$ cat src/crsb_pkg.sv
`default_nettype none

package crsb_pkg;

  localparam int RowBits = 6;
  localparam int ColBits = 11;

  typedef logic [RowBits-1:0] row_t;
  typedef logic [ColBits-1:0] col_t;

  typedef struct packed {
    col_t        column;
    logic [15:0] prev_top;
    logic [15:0] prev_bottom;
    logic [15:0] cur_top;
    logic [15:0] cur_bottom;
  } col_item_t;

  typedef struct packed {
    row_t               span_row;
    col_t               span_first;
    logic signed [11:0] span_final;
    logic               last_of_run;
  } span_item_t;

  typedef struct packed {
    logic load;
    logic shift_up;
    logic shift_dn;
    row_t row;
    logic wr_en;
    col_t col;
    logic ot_v;
    row_t ot_lo;
    row_t ot_hi;
    logic ob_v;
    row_t ob_lo;
    row_t ob_hi;
  } cell_ctl_t;

endpackage

`default_nettype wire

$ cat src/crsb_if.sv
`default_nettype none

interface crsb_col_if;
  logic                  valid;
  logic                  ready;
  crsb_pkg::col_item_t   data;

  modport source (output valid, output data, input ready);
  modport sink (input valid, input data, output ready);
endinterface

interface crsb_span_if;
  logic                  valid;
  logic                  ready;
  crsb_pkg::span_item_t  data;

  modport source (output valid, output data, input ready);
  modport sink (input valid, input data, output ready);
endinterface

`default_nettype wire

$ cat src/crsb_cell.sv
`default_nettype none

module crsb_cell #(
  parameter int unsigned IDX = 0
) (
  input  wire                  clk_i,
  input  wire                  rst_ni,
  input  crsb_pkg::cell_ctl_t  ctl_i,
  input  wire                  tok_lo_i,
  input  wire                  tok_hi_i,
  output logic                 tok_o,
  output crsb_pkg::col_t       rd_o
);
  import crsb_pkg::*;

  localparam row_t MyRow = row_t'(IDX);

  logic tok_q, tok_d;
  col_t start_q;
  logic open_hit;

  always_comb begin
    if (ctl_i.load) begin
      tok_d = (ctl_i.row == MyRow);
    end else if (ctl_i.shift_up) begin
      tok_d = tok_lo_i;
    end else if (ctl_i.shift_dn) begin
      tok_d = tok_hi_i;
    end else begin
      tok_d = tok_q;
    end
  end

  assign open_hit = (ctl_i.ot_v && MyRow >= ctl_i.ot_lo && MyRow <= ctl_i.ot_hi) ||
                    (ctl_i.ob_v && MyRow >= ctl_i.ob_lo && MyRow <= ctl_i.ob_hi);

  always_ff @(posedge clk_i or negedge rst_ni) begin
    if (!rst_ni) begin
      tok_q <= 1'b0;
    end else begin
      tok_q <= tok_d;
    end
  end

  always_ff @(posedge clk_i) begin
    if (ctl_i.wr_en && open_hit) begin
      start_q <= ctl_i.col;
    end
  end

  assign tok_o = tok_q;
  assign rd_o  = tok_q ? start_q : '0;

endmodule

`default_nettype wire

$ cat src/crsb_ctrl.sv
`default_nettype none

module crsb_ctrl #(
  parameter int ROWS = 64
) (
  input  wire                  clk_i,
  input  wire                  rst_ni,
  crsb_col_if.sink             col_i,
  crsb_span_if.source          span_o,
  input  crsb_pkg::col_t       rd_start_i,
  output crsb_pkg::cell_ctl_t  ctl_o
);
  import crsb_pkg::*;

  typedef enum logic [2:0] {
    S_IDLE, S_CT, S_CB, S_WT, S_WB, S_OT, S_OB, S_WR
  } state_e;

  localparam logic signed [17:0] RowsS   = 18'(ROWS);
  localparam logic signed [17:0] RowLast = 18'(ROWS - 1);

  state_e             state_q;
  logic signed [17:0] t1_q, b1_q, t2_q, b2_q;
  col_t               col_q;
  logic               tv_q, bv_q, otv_q, obv_q;
  row_t               tlo_q, thi_q, blo_q, bhi_q, ptr_q;
  row_t               otlo_q, othi_q, oblo_q, obhi_q;
  logic               out_valid_q, out_valid_d;
  span_item_t         out_q;

  logic               c_t, c_b, c_ot, c_ob, bv_now;
  logic signed [17:0] hi_t, lo_b, hi_ot, lo_ob;
  logic               step, walk_end, last;
  span_item_t         emit;

  function automatic row_t clip_row(logic signed [17:0] v);
    row_t r;
    if (v > RowLast) begin
      r = RowLast[RowBits-1:0];
    end else begin
      r = v[RowBits-1:0];
    end
    return r;
  endfunction

  always_comb begin
    c_t    = (t1_q < t2_q) && (t1_q <= b1_q);
    hi_t   = (t2_q - 18'sd1 < b1_q) ? t2_q - 18'sd1 : b1_q;
    c_b    = (b1_q > b2_q) && (b1_q >= t1_q);
    lo_b   = (b2_q + 18'sd1 > t1_q) ? b2_q + 18'sd1 : t1_q;
    bv_now = c_b && (lo_b < RowsS);
    c_ot   = (t2_q < t1_q) && (t2_q <= b2_q);
    hi_ot  = (t1_q - 18'sd1 < b2_q) ? t1_q - 18'sd1 : b2_q;
    c_ob   = (b2_q > b1_q) && (b2_q >= t2_q);
    lo_ob  = (b1_q + 18'sd1 > t2_q) ? b1_q + 18'sd1 : t2_q;
  end

  assign step     = !out_valid_q || span_o.ready;
  assign walk_end = (state_q == S_WT) ? (ptr_q == thi_q) : (ptr_q == blo_q);
  assign last     = (state_q == S_WT) ? (walk_end && !bv_q) : walk_end;

  assign out_valid_d = (step && (state_q inside {S_WT, S_WB})) ||
                       (out_valid_q && !span_o.ready);

  always_comb begin
    emit.span_row    = ptr_q;
    emit.span_first  = rd_start_i;
    emit.span_final  = $signed({1'b0, col_q} - 12'd1);
    emit.last_of_run = last;
  end

  always_comb begin
    ctl_o       = '0;
    ctl_o.col   = col_q;
    ctl_o.ot_v  = otv_q;
    ctl_o.ot_lo = otlo_q;
    ctl_o.ot_hi = othi_q;
    ctl_o.ob_v  = obv_q;
    ctl_o.ob_lo = oblo_q;
    ctl_o.ob_hi = obhi_q;
    case (state_q)
      S_CB: begin
        if (tv_q) begin
          ctl_o.load = 1'b1;
          ctl_o.row  = tlo_q;
        end else if (bv_now) begin
          ctl_o.load = 1'b1;
          ctl_o.row  = clip_row(b1_q);
        end
      end
      S_WT: begin
        if (step) begin
          if (walk_end) begin
            ctl_o.load = bv_q;
            ctl_o.row  = bhi_q;
          end else begin
            ctl_o.shift_up = 1'b1;
          end
        end
      end
      S_WB: begin
        ctl_o.shift_dn = step && !walk_end;
      end
      S_WR: begin
        ctl_o.wr_en = 1'b1;
      end
      default: begin
      end
    endcase
  end

  always_ff @(posedge clk_i or negedge rst_ni) begin
    if (!rst_ni) begin
      state_q     <= S_IDLE;
      out_valid_q <= 1'b0;
      out_q       <= '0;
      t1_q        <= '0;
      b1_q        <= '0;
      t2_q        <= '0;
      b2_q        <= '0;
      col_q       <= '0;
      tv_q        <= 1'b0;
      bv_q        <= 1'b0;
      otv_q       <= 1'b0;
      obv_q       <= 1'b0;
      tlo_q       <= '0;
      thi_q       <= '0;
      blo_q       <= '0;
      bhi_q       <= '0;
      ptr_q       <= '0;
      otlo_q      <= '0;
      othi_q      <= '0;
      oblo_q      <= '0;
      obhi_q      <= '0;
    end else begin
      out_valid_q <= out_valid_d;
      case (state_q)
        S_IDLE: begin
          if (col_i.valid) begin
            col_q   <= col_i.data.column;
            t1_q    <= $signed({2'b00, col_i.data.prev_top});
            b1_q    <= $signed({2'b00, col_i.data.prev_bottom});
            t2_q    <= $signed({2'b00, col_i.data.cur_top});
            b2_q    <= $signed({2'b00, col_i.data.cur_bottom});
            state_q <= S_CT;
          end
        end
        S_CT: begin
          tv_q  <= c_t && (t1_q < RowsS);
          tlo_q <= t1_q[RowBits-1:0];
          thi_q <= clip_row(hi_t);
          if (c_t) begin
            t1_q <= hi_t + 18'sd1;
          end
          state_q <= S_CB;
        end
        S_CB: begin
          bv_q  <= bv_now;
          blo_q <= lo_b[RowBits-1:0];
          bhi_q <= clip_row(b1_q);
          if (c_b) begin
            b1_q <= lo_b - 18'sd1;
          end
          if (tv_q) begin
            ptr_q   <= tlo_q;
            state_q <= S_WT;
          end else if (bv_now) begin
            ptr_q   <= clip_row(b1_q);
            state_q <= S_WB;
          end else begin
            state_q <= S_OT;
          end
        end
        S_WT: begin
          if (step) begin
            out_q <= emit;
            if (walk_end) begin
              if (bv_q) begin
                ptr_q   <= bhi_q;
                state_q <= S_WB;
              end else begin
                state_q <= S_OT;
              end
            end else begin
              ptr_q <= ptr_q + row_t'(1);
            end
          end
        end
        S_WB: begin
          if (step) begin
            out_q <= emit;
            if (walk_end) begin
              state_q <= S_OT;
            end else begin
              ptr_q <= ptr_q - row_t'(1);
            end
          end
        end
        S_OT: begin
          otv_q  <= c_ot && (t2_q < RowsS);
          otlo_q <= t2_q[RowBits-1:0];
          othi_q <= clip_row(hi_ot);
          if (c_ot) begin
            t2_q <= hi_ot + 18'sd1;
          end
          state_q <= S_OB;
        end
        S_OB: begin
          obv_q   <= c_ob && (lo_ob < RowsS);
          oblo_q  <= lo_ob[RowBits-1:0];
          obhi_q  <= clip_row(b2_q);
          state_q <= S_WR;
        end
        S_WR: begin
          state_q <= S_IDLE;
        end
        default: begin
          state_q <= S_IDLE;
        end
      endcase
    end
  end

  assign col_i.ready = (state_q == S_IDLE);
  assign span_o.valid = out_valid_q;
  assign span_o.data  = out_q;

`ifndef SYNTH
  a_accept_starts: assert property (@(posedge clk_i) disable iff (!rst_ni)
    (col_i.valid && col_i.ready) |=> (state_q == S_CT))
    else $error("accepted column did not start the close phase");

  a_top_walk_range: assert property (@(posedge clk_i) disable iff (!rst_ni)
    (state_q == S_WT) |-> (ptr_q >= tlo_q && ptr_q <= thi_q))
    else $error("top walk left its row range");

  a_bot_walk_range: assert property (@(posedge clk_i) disable iff (!rst_ni)
    (state_q == S_WB) |-> (ptr_q >= blo_q && ptr_q <= bhi_q))
    else $error("bottom walk left its row range");

  a_load_excl: assert property (@(posedge clk_i) disable iff (!rst_ni)
    ctl_o.load |-> !(ctl_o.shift_up || ctl_o.shift_dn))
    else $error("token load and shift in the same cycle");
`endif

endmodule

`default_nettype wire

$ cat src/column_to_row_span_builder_unit.sv
`default_nettype none

// Turns a floor or ceiling region, fed one screen column per transfer as the
// previous and current column's [top, bottom] row intervals, into horizontal
// spans. Rows left uncovered close a span (row, stored start column,
// column - 1), top rows ascending first, then bottom rows descending; the last
// span of a column carries last_of_run. Rows newly covered store the column as
// their start. The closed rows are read one per cycle, unless the span output
// is held by backpressure, by a token walking the chain of row cells, and
// newly opened rows are all written in the same cycle. The next column is
// taken while the last span still waits at the output.
module column_to_row_span_builder_unit #(
  parameter int ROWS = 64
) (
  input  wire          clk_i,
  input  wire          rst_ni,
  crsb_col_if.sink     col_i,
  crsb_span_if.source  span_o
);
  import crsb_pkg::*;

  cell_ctl_t             ctl;
  logic [ROWS-1:0]       tok;
  logic [ROWS+1:0]       tok_ext;
  col_t [ROWS-1:0]       rd;
  col_t                  rd_start;

  assign tok_ext = {1'b0, tok, 1'b0};

  always_comb begin
    rd_start = '0;
    for (int i = 0; i < ROWS; i++) begin
      rd_start = rd_start | rd[i];
    end
  end

  crsb_ctrl #(
    .ROWS (ROWS)
  ) u_ctrl (
    .clk_i      (clk_i),
    .rst_ni     (rst_ni),
    .col_i      (col_i),
    .span_o     (span_o),
    .rd_start_i (rd_start),
    .ctl_o      (ctl)
  );

  for (genvar g = 0; g < ROWS; g++) begin : g_cell
    crsb_cell #(
      .IDX (g)
    ) u_cell (
      .clk_i    (clk_i),
      .rst_ni   (rst_ni),
      .ctl_i    (ctl),
      .tok_lo_i (tok_ext[g]),
      .tok_hi_i (tok_ext[g+2]),
      .tok_o    (tok[g]),
      .rd_o     (rd[g])
    );
  end

`ifndef SYNTH
  a_token_single: assert property (@(posedge clk_i) disable iff (!rst_ni)
    $onehot0(tok))
    else $error("more than one row cell holds the read token");
`endif

endmodule

`default_nettype wire
$ cat src/flat_wrapper.sv
// flat-port wrapper written by rule: the top's interface ports become plain ports
module column_to_row_span_builder_unit_flat import crsb_pkg::*;
#(
  parameter int ROWS = 64
)
  (clk_i, rst_ni, col_i_valid, col_i_data, col_i_ready, span_o_valid, span_o_data, span_o_ready);
  crsb_col_if col_i_i ();
  crsb_span_if span_o_i ();
  input  wire clk_i;
  input  wire rst_ni;
  input wire logic [$bits(col_i_i.valid)-1:0] col_i_valid;
  input wire logic [$bits(col_i_i.data)-1:0] col_i_data;
  output wire logic [$bits(col_i_i.ready)-1:0] col_i_ready;
  output wire logic [$bits(span_o_i.valid)-1:0] span_o_valid;
  output wire logic [$bits(span_o_i.data)-1:0] span_o_data;
  input wire logic [$bits(span_o_i.ready)-1:0] span_o_ready;
  assign col_i_i.valid = col_i_valid;
  assign col_i_i.data = col_i_data;
  assign col_i_ready = col_i_i.ready;
  assign span_o_valid = span_o_i.valid;
  assign span_o_data = span_o_i.data;
  assign span_o_i.ready = span_o_ready;
  column_to_row_span_builder_unit #(.ROWS(ROWS)) u_core (.clk_i(clk_i), .rst_ni(rst_ni), .col_i(col_i_i), .span_o(span_o_i));
endmodule
$ cat config.mk
export PLATFORM = sky130hd
export DESIGN_NAME = column_to_row_span_builder_unit_flat
export DESIGN_NICKNAME = d
export VERILOG_FILES = /design/src/crsb_pkg.sv /design/src/crsb_if.sv /design/src/crsb_cell.sv /design/src/crsb_ctrl.sv /design/src/column_to_row_span_builder_unit.sv /design/src/flat_wrapper.sv
export SDC_FILE = /design/constraint.sdc
export NUM_CORES = 2
export LEC_CHECK = 0
export BUFFER_PORTS_ARGS = -buffer_cell sky130_fd_sc_hd__buf_4
export CORE_MARGIN = 4
export CORE_UTILIZATION = 45
export CTS_CLUSTER_SIZE = 30
export DETAILED_ROUTE_END_ITERATION = 16
export GPL_TIMING_DRIVEN = 0
export PLACE_DENSITY_LB_ADDON = 0.3
export SLEW_MARGIN = 30
export SYNTH_ARGS = -nofsm -noshare
export SYNTH_HDL_FRONTEND = slang
export SYNTH_SLANG_ARGS = --single-unit
$ cat constraint.sdc
create_clock -name clk_i -period 5.11 [get_ports clk_i]
set_input_delay 0 -clock clk_i [delete_from_list [all_inputs] [get_ports clk_i]]
set_output_delay 0 -clock clk_i [all_outputs]
set_load 0.05 [all_outputs]
==> summary.md <==
| Metric | Value |
|---|---|
| Crit path cell chain | `inv_4 > ha_4 > or4b_4 > buf_6 > or4_4 > xnor2_4 > inv_2 > ha_4 > nand4_1 > or3_4 > a21oi_4 > o21a_4 > buf_8 > nor2_4 > a21oi_4 > ha_4 > nand3_4 > nor4b_4 > buf_4 > o21ai_2 > o21ai_1 > xnor2_1 > nand2_1 > a22oi_2` |
| Placed wire-length estimate | `~150000 um` |
| Die Footprint | `105800 um2` |
| Number of enable flip-flop cells after synthesis | `704` |
| Most used cell, CP | `ha_4` |
| Stage delay of the slowest cell on the critical path | `around 0.50 ns` |
| Clock tree from TritonCTS | `done` |
| GR Util met2 | `59.13%` |
| Met3 routing resource usage after global routing | `between 10% and 20%` |
| Slew at the pin closest to its max-slew limit | `1.198 ns` |
| Vias in the first global route | `36589` |
| Layout fillers | `roughly 8400` |
| Worst Hold Class | `in -> reg` |
| Overall die width | `325.2 um` |
| Non-filler instance count after layout | `5622` |
| Failing checks | `negative setup slack` |
| Final nets | `4462` |
| Number of failing hold endpoints at the final stage | `0` |
| Worst EP arrival | `between 5 and 6 ns` |
| Async set-or-reset flop fraction in the synthesized netlist | `25.19%` |
| Critical Path RT | `approximately 5.7 ns` |
| Worst VDD drop | `between 0.6 and 0.7 mV` |
| Instance area at placement | `50080 um2` |
| Placeable core area | `100000 um2` |
| CP max stage cell | `or4b_4` |
| Htree depth | `3` |
| Slack of the critical path | `-0.05880 ns` |
| Average wire per standard cell | `38.14 um` |
| Share of the yosys chip area belonging to registers | `59.78%` |
| Total wirelength of the detailed-routed design | `214400 um` |
| Pwr per Cell Area | `686.0 nW/um2` |
| Global placement routability congestion | `slightly above 1` |
| DR DRC count | `0` |
| Starting density of the core | `a little under half` |
| Cell count after placement | `5279` |
| CTS sink count | `941` |
| Relative slew margins | `roughly 20%` |
| Util after Layout | `between 50% and 60%` |
| Vias/cell | `7.024` |
| Largest buffer count on any clock path | `3` |
| Worst-skew pair later-pin latency | `between 0.6 and 0.7 ns` |
| Type of origin of the critical path | `register` |
| Vertical die dimension | `325.2 um` |
| Kind of critical path | `reg -> reg` |
| Total of buffers placed on input and output ports | `110` |
| Pin count of the biggest net entering global routing | `72` |
| Mapped cell area | `45280 um2` |
| Root Buffer Master | `clkbuf_16` |
| Count of distinct cell types in the synthesized netlist | `86` |
| Max-cap viol count | `0` |
| Nets in the synthesized netlist | `4026` |
| Detailed-route via count | `39487` |
| Final period demand of the worst path | `a little over 5 ns` |
| DR iter-0 viols | `6954` |
| Setup repair after global routing missed its margin | `true` |
| Routing usage on met1 | `between 40% and 50%` |
| Final critical-path share of the clock period | `101.2%` |
| Clock slew seen by the registers of the worst setup and hold paths | `~0.060 ns` |
| Gr busiest metal | `met2` |
| Fraction of layout cells with a size suffix above 1 | `18.16%` |
| Commonest register cell after synthesis | `edfxtp_1` |
| Family with the most delay on the worst path | `simple AND/OR/NAND/NOR gates` |
| Worst Setup End Kind | `register` |
| Average footprint of a synthesized cell | `11.91 um2` |
| Sum of negative setup slack | `-0.1280 ns` |
| Outcome | `finished with violations` |
| Max Fanout on Critical Path | `5` |
| Global-route wire length before repair | `between 200000 and 300000 um` |
| Placement Rows | `roughly 120` |
| Antenna violations before repair | `11` |
| Post-route design area | `about 56000 um2` |
| Pre-Repair DR Iteration Count | `7` |
| Max-slew violations | `0` |
| TritonCTS Buffers | `94` |
| Remaining number of nets flagged by the antenna check after routing | `0` |
| Final setup viols | `3` |
| Total gr overflow | `0` |
| Mapped Cells | `3801` |
| Buffer and inverter count on the worst path | `5` |
| Layout overhead on the synthesized area | `23.32%` |
| Layout Skew | `0.03627 ns` |
| Leakage Power | `19.48 nW` |
| Maximum clock frequency | `approximately 190 MHz` |
| Synthesis-stage register bit count | `941` |
| # IOs | `111` |
| Global routing usage summed across all routing layers | `39.34%` |
| Count of synthesis-stage warnings from yosys | `0` |
==> final cells by class <==
class	count	area, um2	area share, %
Multi-Input combinational cell	2499	18510	33.14
Clock inverter	56	611.8	1.096
Timing Repair Buffer	352	3850	6.894
Sequential cell	941	27140	48.61
Clock buffer	119	2536	4.541
Buffer	231	1080	1.934
Antenna cell	8	20.02	0.03585
Inverter	118	474.2	0.8491
Tap cell	1298	1624	2.908
==> worst paths after layout <==
path / from / endpoint / slack (ns) / depth (start not counted)
max: u_core.u_ctrl.t2_q[1] / u_core.u_ctrl.t1_q[10] / -0.06 / 24
min: col_i_data[72] / u_core.u_ctrl.col_q[8] / 0.06 / 4
max reg2reg: u_core.u_ctrl.t2_q[1] / u_core.u_ctrl.t1_q[10] / -0.06 / 24
min reg2reg: u_core.u_ctrl.span_o.data[10] / u_core.u_ctrl.span_o.data[10] / 0.48 / 2
max in group asynchronous: rst_ni / u_core.u_ctrl.b2_q[0] / 3.45 / 6
min in group asynchronous: rst_ni / u_core.g_cell[16].u_cell.tok_o / 0.41 / 4
==> power breakdown <==
| group | total [mW] | switching (mW) | internal, mW | leakage (nW) |
|---|---|---|---|---|
| registers | 12.2 | 2.11 | 10.1 | 9.10 |
| clock network | 7.12 | 3.16 | 3.96 | 1.53 |
| logic | 19.0 | 12.7 | 6.24 | 8.85 |
==> Yosys cell counts (25+ instances only) <==
library cell / number / area, um2
inv_1: 115 / 431.7
ha_1: 146 / 1827
nor3_1: 69 / 345.3
nor2_1: 244 / 915.9
o22a_1: 47 / 411.6
dfrtp_1: 237 / 5931
o21a_1: 35 / 262.8
a221oi_1: 199 / 1743
nor4_1: 39 / 244.0
o211ai_1: 35 / 262.8
xor2_1: 34 / 297.8
clkbuf_1: 206 / 773.2
a221o_1: 52 / 520.5
o21ai_0: 218 / 1091
nand3_1: 68 / 340.3
nand2_1: 321 / 1205
nand4_1: 88 / 550.5
mux2i_1: 48 / 480.5
a22o_1: 179 / 1568
a31oi_1: 25 / 156.4
xnor2_1: 98 / 858.3
a21oi_1: 206 / 1031
edfxtp_1: 704 / 21140
==> worst register-to-register path: cells and delay by family, from the launching register on <==
| family | cells | cell delay, ns |
|---|---|---|
| flip-flops | 1 | 0.43 |
| AO/OA/AOI/OAI | 6 | 0.97 |
| buffers and inverters | 5 | 0.61 |
| XOR/XNOR | 2 | 0.40 |
| AND/OR/NAND/NOR | 8 | 2.09 |
| adder cells (fa/ha/maj) | 3 | 0.60 |
==> cell usage in the layout (no fill, tap or decap), types with 104 or more instances in the layout <==
cell / netlist / final
edfxtp_1: 704 / 704
nand2_1: 321 / 314
nor2_1: 244 / 224
o21ai_0: 218 / 208
dfrtp_1: 237 / 200
a221oi_1: 199 / 195
buf_4: 1 / 193
a22o_1: 179 / 179
clkbuf_1: 206 / 160
a21oi_1: 206 / 151
ha_1: 146 / 137
inv_1: 115 / 104
==> what timing repair did <==
action,CTS,global route
setup buffers,42,50
resized for setup,164,88
pin swaps,22,55
hold buffers,80,0
endpoints found under the setup margin,128,107
hold endpoints to repair,182,0
==> metal layers <==
layer	part of all wire [%]	wire (um)	vias to the layer above
met5	0.017	36	-
met4	8.5	18140	4
met3	14	29560	825
met2	43	91820	3381
met1	35	74840	19556
li1	-	-	15721
==> cells by family after synthesis <==
logic type	count (synthesis)	synth area share, %
adder cells (fa/ha/maj)	146	4.034
buffers and inverters	361	3.166
AND/OR/NAND/NOR	984	10.32
XOR/XNOR	132	2.553
flip-flops	941	59.78
AO/OA/AOI/OAI	1179	18.84
multiplexers	58	1.310
==> sequential cells by signal, summed over array words and instances (netlist names), 11 cells and up <==
signal,count
u_core.u_ctrl.t1_q,18
u_core.u_ctrl.b2_q,16
u_core.g_cell.u_cell.start_q,704
u_core.u_ctrl.span_o.data,30
u_core.g_cell.u_cell.tok_o,64
u_core.u_ctrl.col_q,11
u_core.u_ctrl.t2_q,18
u_core.u_ctrl.b1_q,18
==> per-stage QoR <==
stage          power [mW]  hold WS [ns]  setup WS [ns]
3_5_place_dp        28.22      -0.09333         -1.711
3_3_place_gp        27.53        0.1952         -1.693
4_1_cts             36.55       0.03259        0.01882
6_report            38.31       0.06175       -0.05880
2_1_floorplan       20.67       -0.2956      -0.007669
5_1_grt             39.32       0.07882        -0.1842
Note: power is estimated with default switching activity, not from simulation.
